<file path="src/hdl/rpn_pkg.sv">
`timescale 1ns / 1ps
// ----------------------------------------------------------------------------
// rpn_pkg
// Shared widths, token and status codes, and the arithmetic unit's command
// type for the reverse Polish stack calculator.
// ----------------------------------------------------------------------------
package rpn_pkg;

   // word field widths
   localparam int DATA_W  = 32;
   localparam int MODE_W  = 3;
   localparam int STAT_W  = 3;
   localparam int DEPTH_W = 7;

   // default number of stack entries
   localparam int STACK_DEPTH_DEF = 64;

   // token codes
   localparam logic [MODE_W-1:0] MODE_PUSH   = 3'd0;
   localparam logic [MODE_W-1:0] MODE_ADD    = 3'd1;
   localparam logic [MODE_W-1:0] MODE_SUB    = 3'd2;
   localparam logic [MODE_W-1:0] MODE_MUL    = 3'd3;
   localparam logic [MODE_W-1:0] MODE_DIV    = 3'd4;
   localparam logic [MODE_W-1:0] MODE_FINISH = 3'd5;

   // status codes
   localparam logic [STAT_W-1:0] ST_OK      = 3'd0;
   localparam logic [STAT_W-1:0] ST_UNDER   = 3'd1;
   localparam logic [STAT_W-1:0] ST_OVER    = 3'd2;
   localparam logic [STAT_W-1:0] ST_DIVZ    = 3'd3;
   localparam logic [STAT_W-1:0] ST_INVALID = 3'd4;
   localparam logic [STAT_W-1:0] ST_HALTED  = 3'd5;

   // arithmetic unit operations
   typedef enum logic [1:0] {
      ALU_ADD,
      ALU_SUB,
      ALU_MUL,
      ALU_DIV
   } alu_op_type;

   // command from the sequencer to the arithmetic unit
   typedef struct packed {
      logic       start;
      alu_op_type op;
   } alu_cmd_type;

endpackage

</file>
<file path="src/hdl/rpn_stack_calculator_core.sv">
`timescale 1ns / 1ps
// ----------------------------------------------------------------------------
// rpn_stack_calculator_core
// Reverse Polish calculator on Q16.16 fixed point with a stack memory and
// a serial arithmetic unit.
// ----------------------------------------------------------------------------
// Usage:
//   req_ channel carries one token word (mode, number_value); rsp_ channel
//   returns one word per token (status, result_value, stack_depth).
//   A word moves when valid is high and stall is low at a clock edge.
//   One token is worked on at a time; req_stall is high while it is busy.
//   A token steps through fetch, execute and emit states; unless halted,
//   add, subtract, multiply and a divide by a nonzero value also wait for
//   the serial arithmetic unit, which works one bit per cycle. A new token
//   is taken the cycle after its response is registered, while that
//   response may still wait in the output register.
//   If the receiver stalls, the response holds and the next token's response
//   waits until the output register is free.
//   Reset empties the stack and clears the halted state; stack memory
//   contents are not cleared.
// ----------------------------------------------------------------------------
module rpn_stack_calculator_core #(
   parameter int STACK_DEPTH = rpn_pkg::STACK_DEPTH_DEF
) (
   input  logic                                 clock,
   input  logic                                 reset,
   input  logic                                 req_valid,
   output logic                                 req_stall,
   input  logic [rpn_pkg::MODE_W-1:0]           req_mode,
   input  logic signed [rpn_pkg::DATA_W-1:0]    req_number_value,
   output logic                                 rsp_valid,
   input  logic                                 rsp_stall,
   output logic [rpn_pkg::STAT_W-1:0]           rsp_status,
   output logic signed [rpn_pkg::DATA_W-1:0]    rsp_result_value,
   output logic [rpn_pkg::DEPTH_W-1:0]          rsp_stack_depth
);

   localparam int AW  = $clog2(STACK_DEPTH);
   localparam int SPW = $clog2(STACK_DEPTH + 1);

   typedef enum logic [2:0] {
      S_IDLE,
      S_FETCH,
      S_EXEC,
      S_ALU_WAIT,
      S_EMIT
   } state_type;

   state_type                     state_ff;
   logic [SPW-1:0]                sp_ff;
   logic                          halted_ff;
   logic [rpn_pkg::MODE_W-1:0]    mode_ff;
   logic [rpn_pkg::DATA_W-1:0]    num_ff;
   logic [rpn_pkg::DATA_W-1:0]    top_ff;
   logic [rpn_pkg::DATA_W-1:0]    value_ff;
   logic                          use_top_ff;
   logic [rpn_pkg::STAT_W-1:0]    status_ff;
   logic                          rsp_valid_ff;
   logic [rpn_pkg::STAT_W-1:0]    rsp_status_ff;
   logic [rpn_pkg::DATA_W-1:0]    rsp_value_ff;
   logic [rpn_pkg::DEPTH_W-1:0]   rsp_depth_ff;

   // stack storage
   logic [rpn_pkg::DATA_W-1:0]    stack_mem_ff [STACK_DEPTH];
   logic [rpn_pkg::DATA_W-1:0]    rd_data_ff;

   logic                          sp_nz;
   logic                          sp_ge2;
   logic                          sp_room;
   logic [SPW-1:0]                sp_m1;
   logic [SPW-1:0]                sp_m2;
   logic [AW-1:0]                 rd_addr;
   logic [AW-1:0]                 alu_waddr;
   logic                          wr_en;
   logic [AW-1:0]                 wr_addr;
   logic [rpn_pkg::DATA_W-1:0]    wr_data;
   logic [SPW+rpn_pkg::DEPTH_W-1:0] depth_wide;
   logic                          can_emit;
   logic [rpn_pkg::STAT_W-1:0]    status_in;
   logic                          use_top_in;

   rpn_pkg::alu_cmd_type          alu_cmd;
   logic                          needs_alu;
   logic signed [rpn_pkg::DATA_W-1:0] alu_opa;
   logic signed [rpn_pkg::DATA_W-1:0] alu_opb;
   logic                          alu_done;
   logic signed [rpn_pkg::DATA_W-1:0] alu_result;

   // stack pointer views
   always_comb begin
      sp_nz      = (sp_ff != '0);
      sp_ge2     = (sp_ff >= SPW'(2));
      sp_room    = (sp_ff < SPW'(STACK_DEPTH));
      sp_m1      = sp_ff - SPW'(1);
      sp_m2      = sp_ff - SPW'(2);
      rd_addr    = sp_m2[AW-1:0];
      alu_waddr  = sp_ge2 ? sp_m2[AW-1:0] : '0;
      depth_wide = (SPW + rpn_pkg::DEPTH_W)'(sp_ff);
      can_emit   = !rsp_valid_ff || !rsp_stall;
   end

   // operands and command for the arithmetic unit
   always_comb begin
      alu_opa   = sp_ge2 ? rd_data_ff : '0;
      alu_opb   = sp_nz ? top_ff : '0;
      needs_alu = 1'b0;
      alu_cmd.op = rpn_pkg::ALU_ADD;
      case (mode_ff)
         rpn_pkg::MODE_ADD: begin
            needs_alu  = 1'b1;
            alu_cmd.op = rpn_pkg::ALU_ADD;
         end
         rpn_pkg::MODE_SUB: begin
            needs_alu  = 1'b1;
            alu_cmd.op = rpn_pkg::ALU_SUB;
         end
         rpn_pkg::MODE_MUL: begin
            needs_alu  = 1'b1;
            alu_cmd.op = rpn_pkg::ALU_MUL;
         end
         rpn_pkg::MODE_DIV: begin
            needs_alu  = sp_nz && (top_ff != '0);
            alu_cmd.op = rpn_pkg::ALU_DIV;
         end
         default: needs_alu = 1'b0;
      endcase
      alu_cmd.start = (state_ff == S_EXEC) && !halted_ff && needs_alu;
   end

   // status and value source of the token in the execute cycle
   always_comb begin
      status_in  = rpn_pkg::ST_OK;
      use_top_in = 1'b1;
      if (halted_ff) begin
         status_in = rpn_pkg::ST_HALTED;
      end else begin
         case (mode_ff)
            rpn_pkg::MODE_PUSH: begin
               if (!sp_room) begin
                  status_in = rpn_pkg::ST_OVER;
               end
            end
            rpn_pkg::MODE_ADD, rpn_pkg::MODE_SUB, rpn_pkg::MODE_MUL: begin
               if (!sp_ge2) begin
                  status_in = rpn_pkg::ST_UNDER;
               end
            end
            rpn_pkg::MODE_DIV: begin
               // empty stack reports underflow; a zero divisor wins over a missing dividend
               if (!sp_nz) begin
                  status_in = rpn_pkg::ST_UNDER;
               end else if (top_ff == '0) begin
                  status_in = rpn_pkg::ST_DIVZ;
               end else if (!sp_ge2) begin
                  status_in = rpn_pkg::ST_UNDER;
               end
            end
            rpn_pkg::MODE_FINISH: begin
               use_top_in = 1'b0;
               if (!sp_nz) begin
                  status_in = rpn_pkg::ST_UNDER;
               end
            end
            default: status_in = rpn_pkg::ST_INVALID;
         endcase
      end
   end

   // memory write selection: push or arithmetic result
   always_comb begin
      if (state_ff == S_ALU_WAIT) begin
         wr_en   = alu_done;
         wr_addr = alu_waddr;
         wr_data = alu_result;
      end else begin
         wr_en   = (state_ff == S_EXEC) && !halted_ff
                   && (mode_ff == rpn_pkg::MODE_PUSH) && sp_room;
         wr_addr = sp_ff[AW-1:0];
         wr_data = num_ff;
      end
   end

   // stack memory, one write and one registered read port
   always_ff @(posedge clock) begin
      if (wr_en) begin
         stack_mem_ff[wr_addr] <= wr_data;
      end
      rd_data_ff <= stack_mem_ff[rd_addr];
   end

   rpn_alu u_alu (
      .clock  (clock),
      .reset  (reset),
      .cmd    (alu_cmd),
      .opa    (alu_opa),
      .opb    (alu_opb),
      .done   (alu_done),
      .result (alu_result)
   );

   // token sequencer and response register
   always_ff @(posedge clock) begin
      if (reset) begin
         state_ff     <= S_IDLE;
         sp_ff        <= '0;
         halted_ff    <= 1'b0;
         rsp_valid_ff <= 1'b0;
      end else begin
         // an emitting cycle reloads the register instead
         if (rsp_valid_ff && !rsp_stall && (state_ff != S_EMIT)) begin
            rsp_valid_ff <= 1'b0;
         end
         case (state_ff)
            S_IDLE: begin
               if (req_valid) begin
                  mode_ff  <= req_mode;
                  num_ff   <= req_number_value;
                  state_ff <= S_FETCH;
               end
            end
            S_FETCH: begin
               // second entry from the top is read during this cycle
               state_ff <= S_EXEC;
            end
            S_EXEC: begin
               use_top_ff <= use_top_in;
               status_ff  <= status_in;
               state_ff   <= (!halted_ff && needs_alu) ? S_ALU_WAIT : S_EMIT;
               if (!halted_ff) begin
                  case (mode_ff)
                     rpn_pkg::MODE_PUSH: begin
                        if (sp_room) begin
                           top_ff <= num_ff;
                           sp_ff  <= sp_ff + SPW'(1);
                        end
                     end
                     rpn_pkg::MODE_ADD, rpn_pkg::MODE_SUB, rpn_pkg::MODE_MUL: begin
                        // operands go to the arithmetic unit this cycle
                     end
                     rpn_pkg::MODE_DIV: begin
                        if (sp_nz && (top_ff == '0)) begin
                           // zero divisor is dropped, dividend stays
                           sp_ff  <= sp_m1;
                           top_ff <= rd_data_ff;
                        end
                     end
                     rpn_pkg::MODE_FINISH: begin
                        if (sp_nz) begin
                           value_ff <= top_ff;
                           sp_ff    <= sp_m1;
                           top_ff   <= rd_data_ff;
                        end else begin
                           value_ff <= '0;
                        end
                     end
                     default: halted_ff <= 1'b1;
                  endcase
               end
            end
            S_ALU_WAIT: begin
               if (alu_done) begin
                  top_ff   <= alu_result;
                  sp_ff    <= SPW'(alu_waddr) + SPW'(1);
                  state_ff <= S_EMIT;
               end
            end
            S_EMIT: begin
               if (can_emit) begin
                  rsp_valid_ff  <= 1'b1;
                  rsp_status_ff <= status_ff;
                  rsp_value_ff  <= use_top_ff ? (sp_nz ? top_ff : '0) : value_ff;
                  rsp_depth_ff  <= depth_wide[rpn_pkg::DEPTH_W-1:0];
                  state_ff      <= S_IDLE;
               end
            end
            default: state_ff <= S_IDLE;
         endcase
      end
   end

   assign req_stall        = (state_ff != S_IDLE);
   assign rsp_valid        = rsp_valid_ff;
   assign rsp_status       = rsp_status_ff;
   assign rsp_result_value = rsp_value_ff;
   assign rsp_stack_depth  = rsp_depth_ff;

`ifndef ASSERT_OFF
   // stack pointer never passes the stack size
   a_sp_bound: assert property (@(posedge clock) disable iff (reset)
      sp_ff <= SPW'(STACK_DEPTH))
      else $error("stack pointer beyond stack size");

   // halted state holds until reset
   a_halt_sticky: assert property (@(posedge clock) disable iff (reset)
      halted_ff |=> halted_ff)
      else $error("halted state cleared without reset");

   // a halted status word only comes from a halted block
   a_halt_status: assert property (@(posedge clock) disable iff (reset)
      (rsp_valid && (rsp_status == rpn_pkg::ST_HALTED)) |-> halted_ff)
      else $error("halted status while not halted");

   // arithmetic results only arrive while the sequencer waits for them
   a_alu_done: assert property (@(posedge clock) disable iff (reset)
      alu_done |-> (state_ff == S_ALU_WAIT))
      else $error("arithmetic result with no waiting token");
`endif

endmodule

</file>
<file path="src/hdl/rpn_alu.sv">
`timescale 1ns / 1ps
// ----------------------------------------------------------------------------
// rpn_alu
// Serial Q16.16 arithmetic unit: bit-serial add/subtract, shift-add
// multiply and restoring divide, one bit per cycle, with saturation.
// ----------------------------------------------------------------------------
module rpn_alu (
   input  logic                                clock,
   input  logic                                reset,
   input  rpn_pkg::alu_cmd_type                cmd,
   input  logic signed [rpn_pkg::DATA_W-1:0]   opa,
   input  logic signed [rpn_pkg::DATA_W-1:0]   opb,
   output logic                                done,
   output logic signed [rpn_pkg::DATA_W-1:0]   result
);

   typedef enum logic [1:0] {
      S_IDLE,
      S_RUN,
      S_SAT
   } state_type;

   localparam logic [31:0] SAT_MAX = 32'h7fff_ffff;
   localparam logic [31:0] SAT_MIN = 32'h8000_0000;

   state_type           state_ff;
   rpn_pkg::alu_op_type op_ff;
   logic [5:0]          cnt_ff;
   logic [33:0]         acc_ff;
   logic [47:0]         x_ff;
   logic [33:0]         y_ff;
   logic                carry_ff;
   logic                negq_ff;
   logic                done_ff;
   logic [31:0]         result_ff;

   logic        add_s;
   logic        add_c;
   logic [33:0] mul_sum;
   logic [32:0] div_r;
   logic [33:0] div_diff;
   logic [31:0] abs_a;
   logic [31:0] abs_b;
   logic [31:0] sat_val;
   logic [31:0] qneg;

   // operand magnitudes for the divider
   always_comb begin
      abs_a = opa[31] ? (~opa + 32'd1) : opa;
      abs_b = opb[31] ? (~opb + 32'd1) : opb;
   end

   // one serial step of each operation
   always_comb begin
      add_s = x_ff[0] ^ y_ff[0] ^ carry_ff;
      add_c = (x_ff[0] & y_ff[0]) | (x_ff[0] & carry_ff) | (y_ff[0] & carry_ff);
      if (!x_ff[0]) begin
         mul_sum = acc_ff;
      end else if (cnt_ff == 6'd1) begin
         mul_sum = acc_ff - y_ff;
      end else begin
         mul_sum = acc_ff + y_ff;
      end
      div_r    = {acc_ff[31:0], x_ff[47]};
      div_diff = {1'b0, div_r} - y_ff;
   end

   // saturate the finished value
   always_comb begin
      qneg = ~x_ff[31:0] + 32'd1;
      case (op_ff)
         rpn_pkg::ALU_ADD, rpn_pkg::ALU_SUB: begin
            if (acc_ff[32] != acc_ff[31]) begin
               sat_val = acc_ff[32] ? SAT_MIN : SAT_MAX;
            end else begin
               sat_val = acc_ff[31:0];
            end
         end
         rpn_pkg::ALU_MUL: begin
            // product is {acc[31:0], x[31:0]}; floor shift by 16
            if (acc_ff[31:15] != {17{acc_ff[31]}}) begin
               sat_val = acc_ff[31] ? SAT_MIN : SAT_MAX;
            end else begin
               sat_val = {acc_ff[15:0], x_ff[31:16]};
            end
         end
         rpn_pkg::ALU_DIV: begin
            if (negq_ff) begin
               if ((|x_ff[47:32]) || (x_ff[31] && (|x_ff[30:0]))) begin
                  sat_val = SAT_MIN;
               end else begin
                  sat_val = qneg;
               end
            end else if (|x_ff[47:31]) begin
               sat_val = SAT_MAX;
            end else begin
               sat_val = x_ff[31:0];
            end
         end
         default: sat_val = SAT_MAX;
      endcase
   end

   // sequencer and datapath registers
   always_ff @(posedge clock) begin
      if (reset) begin
         state_ff <= S_IDLE;
         done_ff  <= 1'b0;
      end else begin
         done_ff <= (state_ff == S_SAT);
         case (state_ff)
            S_IDLE: begin
               if (cmd.start) begin
                  op_ff    <= cmd.op;
                  acc_ff   <= '0;
                  negq_ff  <= opa[31] ^ opb[31];
                  state_ff <= S_RUN;
                  case (cmd.op)
                     rpn_pkg::ALU_ADD: begin
                        x_ff     <= {{16{opa[31]}}, opa};
                        y_ff     <= {{2{opb[31]}}, opb};
                        carry_ff <= 1'b0;
                        cnt_ff   <= 6'd33;
                     end
                     rpn_pkg::ALU_SUB: begin
                        x_ff     <= {{16{opa[31]}}, opa};
                        y_ff     <= ~{{2{opb[31]}}, opb};
                        carry_ff <= 1'b1;
                        cnt_ff   <= 6'd33;
                     end
                     rpn_pkg::ALU_MUL: begin
                        x_ff     <= {16'd0, opb};
                        y_ff     <= {{2{opa[31]}}, opa};
                        carry_ff <= 1'b0;
                        cnt_ff   <= 6'd32;
                     end
                     default: begin
                        x_ff     <= {abs_a, 16'd0};
                        y_ff     <= {2'b00, abs_b};
                        carry_ff <= 1'b0;
                        cnt_ff   <= 6'd48;
                     end
                  endcase
               end
            end
            S_RUN: begin
               case (op_ff)
                  rpn_pkg::ALU_ADD, rpn_pkg::ALU_SUB: begin
                     // sum bits enter at the top, lsb first
                     acc_ff   <= {1'b0, add_s, acc_ff[32:1]};
                     x_ff     <= {1'b0, x_ff[47:1]};
                     y_ff     <= {1'b0, y_ff[33:1]};
                     carry_ff <= add_c;
                  end
                  rpn_pkg::ALU_MUL: begin
                     acc_ff <= {mul_sum[33], mul_sum[33:1]};
                     x_ff   <= {16'd0, mul_sum[0], x_ff[31:1]};
                  end
                  default: begin
                     if (!div_diff[33]) begin
                        acc_ff <= {1'b0, div_diff[32:0]};
                        x_ff   <= {x_ff[46:0], 1'b1};
                     end else begin
                        acc_ff <= {1'b0, div_r};
                        x_ff   <= {x_ff[46:0], 1'b0};
                     end
                  end
               endcase
               cnt_ff <= cnt_ff - 6'd1;
               if (cnt_ff == 6'd1) begin
                  state_ff <= S_SAT;
               end
            end
            S_SAT: begin
               result_ff <= sat_val;
               state_ff  <= S_IDLE;
            end
            default: state_ff <= S_IDLE;
         endcase
      end
   end

   assign done   = done_ff;
   assign result = result_ff;

endmodule

</file>
<file path="config.mk">
export PLATFORM = sky130hd
export DESIGN_NAME = rpn_stack_calculator_core
export DESIGN_NICKNAME = d
export VERILOG_FILES = /design/src/hdl/rpn_pkg.sv /design/src/hdl/rpn_stack_calculator_core.sv /design/src/hdl/rpn_alu.sv
export SDC_FILE = /design/constraint.sdc
export NUM_CORES = 2
export LEC_CHECK = 0
export ABC_AREA = 1
export BUFFER_PORTS_ARGS = -buffer_cell sky130_fd_sc_hd__buf_4
export CAP_MARGIN = 10
export CORE_MARGIN = 1
export CORE_UTILIZATION = 45
export DETAILED_ROUTE_END_ITERATION = 8
export GPL_ROUTABILITY_DRIVEN = 0
export SLEW_MARGIN = 15
export SYNTH_ARGS = -nofsm -noshare
export SYNTH_HDL_FRONTEND = slang
export SYNTH_SLANG_ARGS = --single-unit
</file>
<file path="constraint.sdc">
create_clock -name clock -period 14.5 [get_ports clock]
set_input_delay 1.45 -clock clock [delete_from_list [all_inputs] [get_ports clock]]
set_output_delay 1.45 -clock clock [all_outputs]
set_load 0.01 [all_outputs]
</file>
== Yosys cells after proc, flatten, opt, wreduce, memory -nomap -nowiden ==
Memory sizes are Yosys's and may differ from the RTL's. A register that Yosys moved wholly into a read port is not among the register bits.
Index checks and enable logic that the tools add are counted.

* Flip-flop bits (word level): 318
* Bits in latches: 0
* Bits in writable memories: 2048
* Memory bits (read-only): 0
* Input bits: 39
* Output and inout bits: 44
* Logic and storage cells: 204
* Memories kept: 1

{| class="wikitable"
|+ Memory list
! name !! depth !! bits a word !! read ports !! clocked after Yosys merged registers in !! write ports !! RTL line !! text
|-
| stack_mem_ff || 64 || 32 || 1 || 1 || 1 || rpn_stack_calculator_core.sv:64 || <nowiki>logic [rpn_pkg::DATA_W-1:0] stack_mem_ff [STACK_DEPTH];</nowiki>
|}

* $add $sub $neg: 11
* Multiply operators: 0
* Divide/modulo/power cells: 0
* Magnitude comparators: 2
* Equality and inequality tests: 31
* Shift operators: 0
* Mux-type cells: 77
* Bitwise operators: 14
* Reductions and logical operators: 45

{| class="wikitable"
|+ Operator list
! cell !! count
|-
| $mux W32 || 18
|-
| $pmux W48 S2 || 3
|-
| $pmux W34 S2 || 3
|-
| $pmux W32 S3 || 2
|-
| $mux W34 || 5
|-
| $pmux W34 S3 || 1
|-
| $add A32 B1 Y32 const B || 3
|-
| $not A32 Y32 || 3
|-
| $pmux W32 S2 || 1
|-
| $mux W48 || 1
|-
| $mux W7 || 5
|-
| $add A34 B34 Y34 || 1
|-
| $not A34 Y34 || 1
|-
| $sub A33 B34 Y34 || 1
|-
| $sub A34 B34 Y34 || 1
|-
| $mux W33 || 1
|-
| $logic_not A32 Y1 || 1
|-
| $reduce_bool A32 Y1 || 1
|-
| $reduce_or A31 Y1 || 1
|-
| $pmux W7 S3 || 1
|-
| $mux W3 || 6
|-
| $mux W6 || 3
|-
| $reduce_or A17 Y1 || 1
|-
| $ne A16 B16 Y1 || 1
|-
| 49 further kinds || 115
|}

== Longest topological paths before layout ==
* Depth in word-level cells: 8
* Depth in mapped cells: 26
* Depth with buffers taken out: 26

== Hierarchy ==
Synthesis repeated with hierarchy kept, for this count alone.

* Cells, all modules: 9832
* Area total of the unflattened synthesis: 106752.4 um2

{| class="wikitable"
|+ Modules (own cells, without submodules)
! module !! times used !! cells each !! area an instance (um2) !! seq. area each (um2)
|-
| rpn_stack_calculator_core || 1 || 7257 || 89555.9 || 66734.0
|-
| rpn_alu || 1 || 2575 || 17196.5 || 4804.6
|}

== Worst setup path before layout ==
No wires, ideal clock.

* Path type: in2reg
* From: in reset
* To: reg u_alu.carry_ff, enable pin
* Library setup time: 0.394 ns
* Arrival: 9.263 ns
* Required time: 14.106 ns
* Path slack: 4.842 ns
* Cell stages on the path: 5
* Path buffers: 1
* Cell sequence: clkbuf_1 -> inv_1 -> nand2_1 -> o21ai_0 -> o21a_1

* Cells in the longest elaborated chain, start to end: 2

{| class="wikitable"
|+ RTL lines
! element !! RTL line !! text
|-
| start, declared || rpn_stack_calculator_core.sv:26 || <nowiki>input logic reset,</nowiki>
|-
| $not A1 Y1 (no line) || - ||
|-
| $reduce_and A4 Y1 (no line) || - ||
|-
| end signal, assigned || rpn_alu.sv:122 || <nowiki>carry_ff <= 1'b0;</nowiki>
|-
| end signal, assigned || rpn_alu.sv:128 || <nowiki>carry_ff <= 1'b1;</nowiki>
|-
| end signal, assigned || rpn_alu.sv:134 || <nowiki>carry_ff <= 1'b0;</nowiki>
|-
| end, declared || rpn_alu.sv:32 || <nowiki>logic carry_ff;</nowiki>
|}

No other way between the ends.
A chain may end at the register's enable or synchronous reset.

== Final worst setup path ==
* From: reg sp_ff[0]
* To: reg rd_data_ff[17] (netlist name) (read register of stack_mem_ff)

* Cells in the longest elaborated chain, start to end: 1

{| class="wikitable"
|+ RTL lines
! element !! RTL line !! text
|-
| start, declared || rpn_stack_calculator_core.sv:50 || <nowiki>logic [SPW-1:0] sp_ff;</nowiki>
|-
| start signal, assigned || rpn_stack_calculator_core.sv:234 || <nowiki>sp_ff <= sp_ff + SPW'(1);</nowiki>
|-
| start signal, assigned || rpn_stack_calculator_core.sv:243 || <nowiki>sp_ff <= sp_m1;</nowiki>
|-
| start signal, assigned || rpn_stack_calculator_core.sv:250 || <nowiki>sp_ff <= sp_m1;</nowiki>
|-
| $sub A6 B2 Y6 || rpn_stack_calculator_core.sv:95 || <nowiki>sp_m2 = sp_ff - SPW'(2);</nowiki>
|-
| end, declared || rpn_stack_calculator_core.sv:65 || <nowiki>logic [rpn_pkg::DATA_W-1:0] rd_data_ff;</nowiki>
|}

No other way between the ends.

==> results.sh <==
export IMPL_cts_root_buf="clkbuf_16"
export IMPL_irDropWorstVdd_mv=0.208
export IMPL_post_cts_buffers=0
export IMPL_post_route_min_period_ns=5.76
export IMPL_rsz0062_at_grt="no"
export IMPL_gr_total_overflow=0
export IMPL_first_pass_iters=8
export IMPL_cts_inserted_buffers=234
export IMPL_synth_edff_count=2351
export IMPL_synth_cell_types=58
export IMPL_vias_per_cell=6.28
export IMPL_area_delta_synth_final_pct=11.6
export IMPL_power_mw=25.0
export IMPL_routed_wl_mm=356
export IMPL_hold_viol=0
export IMPL_fp_dieH_um=485
export IMPL_crit_top_cell="buf_4"
export IMPL_cts_tree="built"
export IMPL_final_nets=9439
export IMPL_grt_pass1_vias=72300
export IMPL_drtIter0Drc=11700
export IMPL_antenna_found_initial=27
export IMPL_die_area_um2=235000
export IMPL_cpMaxStageDelayCell="o32ai_1"
export IMPL_syn_inst=9400
export IMPL_place_worst_setup_slack_ns=8.92
export IMPL_fillers=20000
export IMPL_ys_warn_count=0
export IMPL_setup_tns_ns=0
export IMPL_clk_path_buf_depth=3
export IMPL_dp_cells=12100
export IMPL_start_util_pct=45.5
export IMPL_fp_row_count=176
export IMPL_cts_sinks=2398
export IMPL_layout_cells_non_filler=12500
export IMPL_grt_max_degree=165
export IMPL_fmax_mhz=174
export IMPL_wire_per_inst_um=28.3
export IMPL_status="complete, no violations"
export IMPL_ys_seq_area_share_pct=68.2
export IMPL_io_buffers=82
export IMPL_dpl_hpwl_mm=216
export IMPL_finalWorstSetupSlack_ns=8.74
export IMPL_synthFlopType="edfxtp_1"
export IMPL_leakage_nw=39.6
export IMPL_arrival_ns=6.56
export IMPL_setup_viol=0
export IMPL_insertion_delay_ns=0.90
export IMPL_relSlewSlack_pct=13.5
export IMPL_critPathKind="flop to flop"
export IMPL_cap_violations=0
export IMPL_synth_avg_cell_area_um2=11.2
export IMPL_layout_commonest_cell="edfxtp_1"
export IMPL_skew_ns=0.0660
export IMPL_fp_dieW_um=485
export IMPL_hold_path_class="flop to flop"
export IMPL_crit_family="buffers and inverters"
export IMPL_grt_use_total_pct=29.5
export IMPL_syn_area_um2=105000
export IMPL_core_area_um2=231000
export IMPL_synth_seq_cells=2398
export IMPL_power_density_nw_per_um2=214
export IMPL_drc=0
export IMPL_worstPathCellList="inv_8 -> buf_4 -> buf_4 -> buf_4 -> buf_4 -> o21ai_0 -> o22ai_1 -> nor2_1 -> o32ai_1 -> nor2_1 -> o22ai_1"
export IMPL_drive_above_1_share_pct=7.95
export IMPL_drv_slew=0
export IMPL_cp_start_kind="flop"
export IMPL_vias=78800
export IMPL_syn_num_nets=9524
export IMPL_io_pins=83
export IMPL_crit_buf_inv=5
export IMPL_fin_crit_sh_pct=39.7
export IMPL_hold_buffers=0
export IMPL_cts_resized=0
export IMPL_final_antenna_net_count=0
export IMPL_cp_required_ns=15.30
export IMPL_slowest_delay_ns=0.92
export IMPL_ys_async_sr_fraction_pct=0
export IMPL_htreeDepth=4
export IMPL_path_clk_slew_ns=0.06
export IMPL_worstPathMaxFanout=101
export IMPL_tightest_slew_ns=1.30
export IMPL_layout_common_cells="edfxtp_1 (2,351), nor2_1 (1,702), o21ai_0 (1,595)"
export IMPL_grt_first_pass_wirelength_mm=509
export IMPL_worstSetupEndpointType="flop"
[final timing paths]
kind	start	end	slack, ns	cells past startpoint
setup / recovery	sp_ff[0]$_SDFFE_PP0P_	rd_data_ff[17]$_DFF_P_	8.74	11
hold / removal	status_ff[2]$_SDFFCE_PP1P_	rsp_status[2]$_DFFE_PP_	0.43	0
setup reg to reg	sp_ff[0]$_SDFFE_PP0P_	rd_data_ff[17]$_DFF_P_	8.74	11
hold reg to reg	status_ff[2]$_SDFFCE_PP1P_	rsp_status[2]$_DFFE_PP_	0.43	0
[sequential cells by signal, indices dropped and copies added (netlist names), 2 cells and up]
| register | count |
|---|---|
| mode_ff | 3 |
| num_ff | 32 |
| rd_data_ff | 32 |
| rsp_result_value | 32 |
| rsp_stack_depth | 7 |
| rsp_status | 3 |
| sp_ff | 7 |
| stack_mem_ff | 2048 |
| state_ff | 3 |
| status_ff | 3 |
| top_ff | 32 |
| u_alu.acc_ff | 34 |
| u_alu.cnt_ff | 6 |
| u_alu.op_ff | 2 |
| u_alu.result | 32 |
| u_alu.state_ff | 2 |
| u_alu.x_ff | 48 |
| u_alu.y_ff | 34 |
| value_ff | 32 |
[layer usage]
metal  track usage (%)  part of all wire (%)
met1              41.6                    40
met5                 0                 0.022
met3              5.85                    11
met4              13.8                   5.1
met2              43.9                    44
[cells by family after synthesis]
| family | synth area share (%) |
|---|---|
| xor+xnor | 0.618 |
| fa+ha+maj | 1.04 |
| compound gates | 15.1 |
| flops | 68.2 |
| simple gates | 11.3 |
| buf+inv | 3.69 |
[synth_stat cells (all sizes together) (2+ instances only)]
master / instances / share of area (%)
fa: 4 / 0.076
o211ai: 42 / 0.30
clkbuf: 511 / 1.8
nand3: 277 / 1.3
nor2: 1788 / 6.4
xnor2: 19 / 0.16
or2: 16 / 0.095
a21o: 8 / 0.057
o221ai: 9 / 0.075
o311ai: 9 / 0.075
xor2: 55 / 0.46
a221oi: 22 / 0.18
and3: 2 / 0.012
inv: 408 / 1.5
o21bai: 13 / 0.093
nand2: 780 / 2.8
o21ai: 1644 / 7.9
ha: 81 / 0.97
nand4: 35 / 0.21
o22ai: 644 / 3.8
a211oi: 12 / 0.086
edfxtp: 2351 / 67
dfxtp: 47 / 0.90
a21oi: 323 / 1.5
o21a: 9 / 0.064
o41ai: 2 / 0.017
nand3b: 9 / 0.064
nor4: 16 / 0.095
a31oi: 17 / 0.10
buf: 79 / 0.38
nor3: 49 / 0.25
a32oi: 6 / 0.050
o32ai: 59 / 0.49
o31ai: 19 / 0.14
and2: 3 / 0.018
a22oi: 15 / 0.11
clkinv: 7 / 0.025
a21boi: 2 / 0.014
a31o: 2 / 0.017
[where the power goes]
group	total (mW)	switching, mW	internal, mW
sequential	8.63	0.347	8.29
combinational	10.4	8.02	2.37
clock	6.01	2.65	3.35
total	25.0	11.0	14.0
[per-stage QoR]
stage               hold WS (ns)  util [%]  cell area (um2)
finish                     0.430      50.8           117000
global route               0.436      50.7           117000
CTS                        0.432      50.7           117000
detailed placement         0.418      47.5           110000
global placement           0.415      47.4           109000
floorplan                  0.400         -           105000
[layout make-up]
cell class	count	area (um2)	share of cell area, %
Clock inverter	122	1170	1.00
Sequential cell	2398	71500	61.1
Multi-Input combinational cell	5997	30500	26.0
Tap cell	3026	3790	3.23
Inverter	415	1590	1.36
Clock buffer	311	6310	5.39
Timing Repair Buffer	269	2220	1.89
Antenna cell	10	25.0	0.0214
Power figures use the tool's default switching activity.
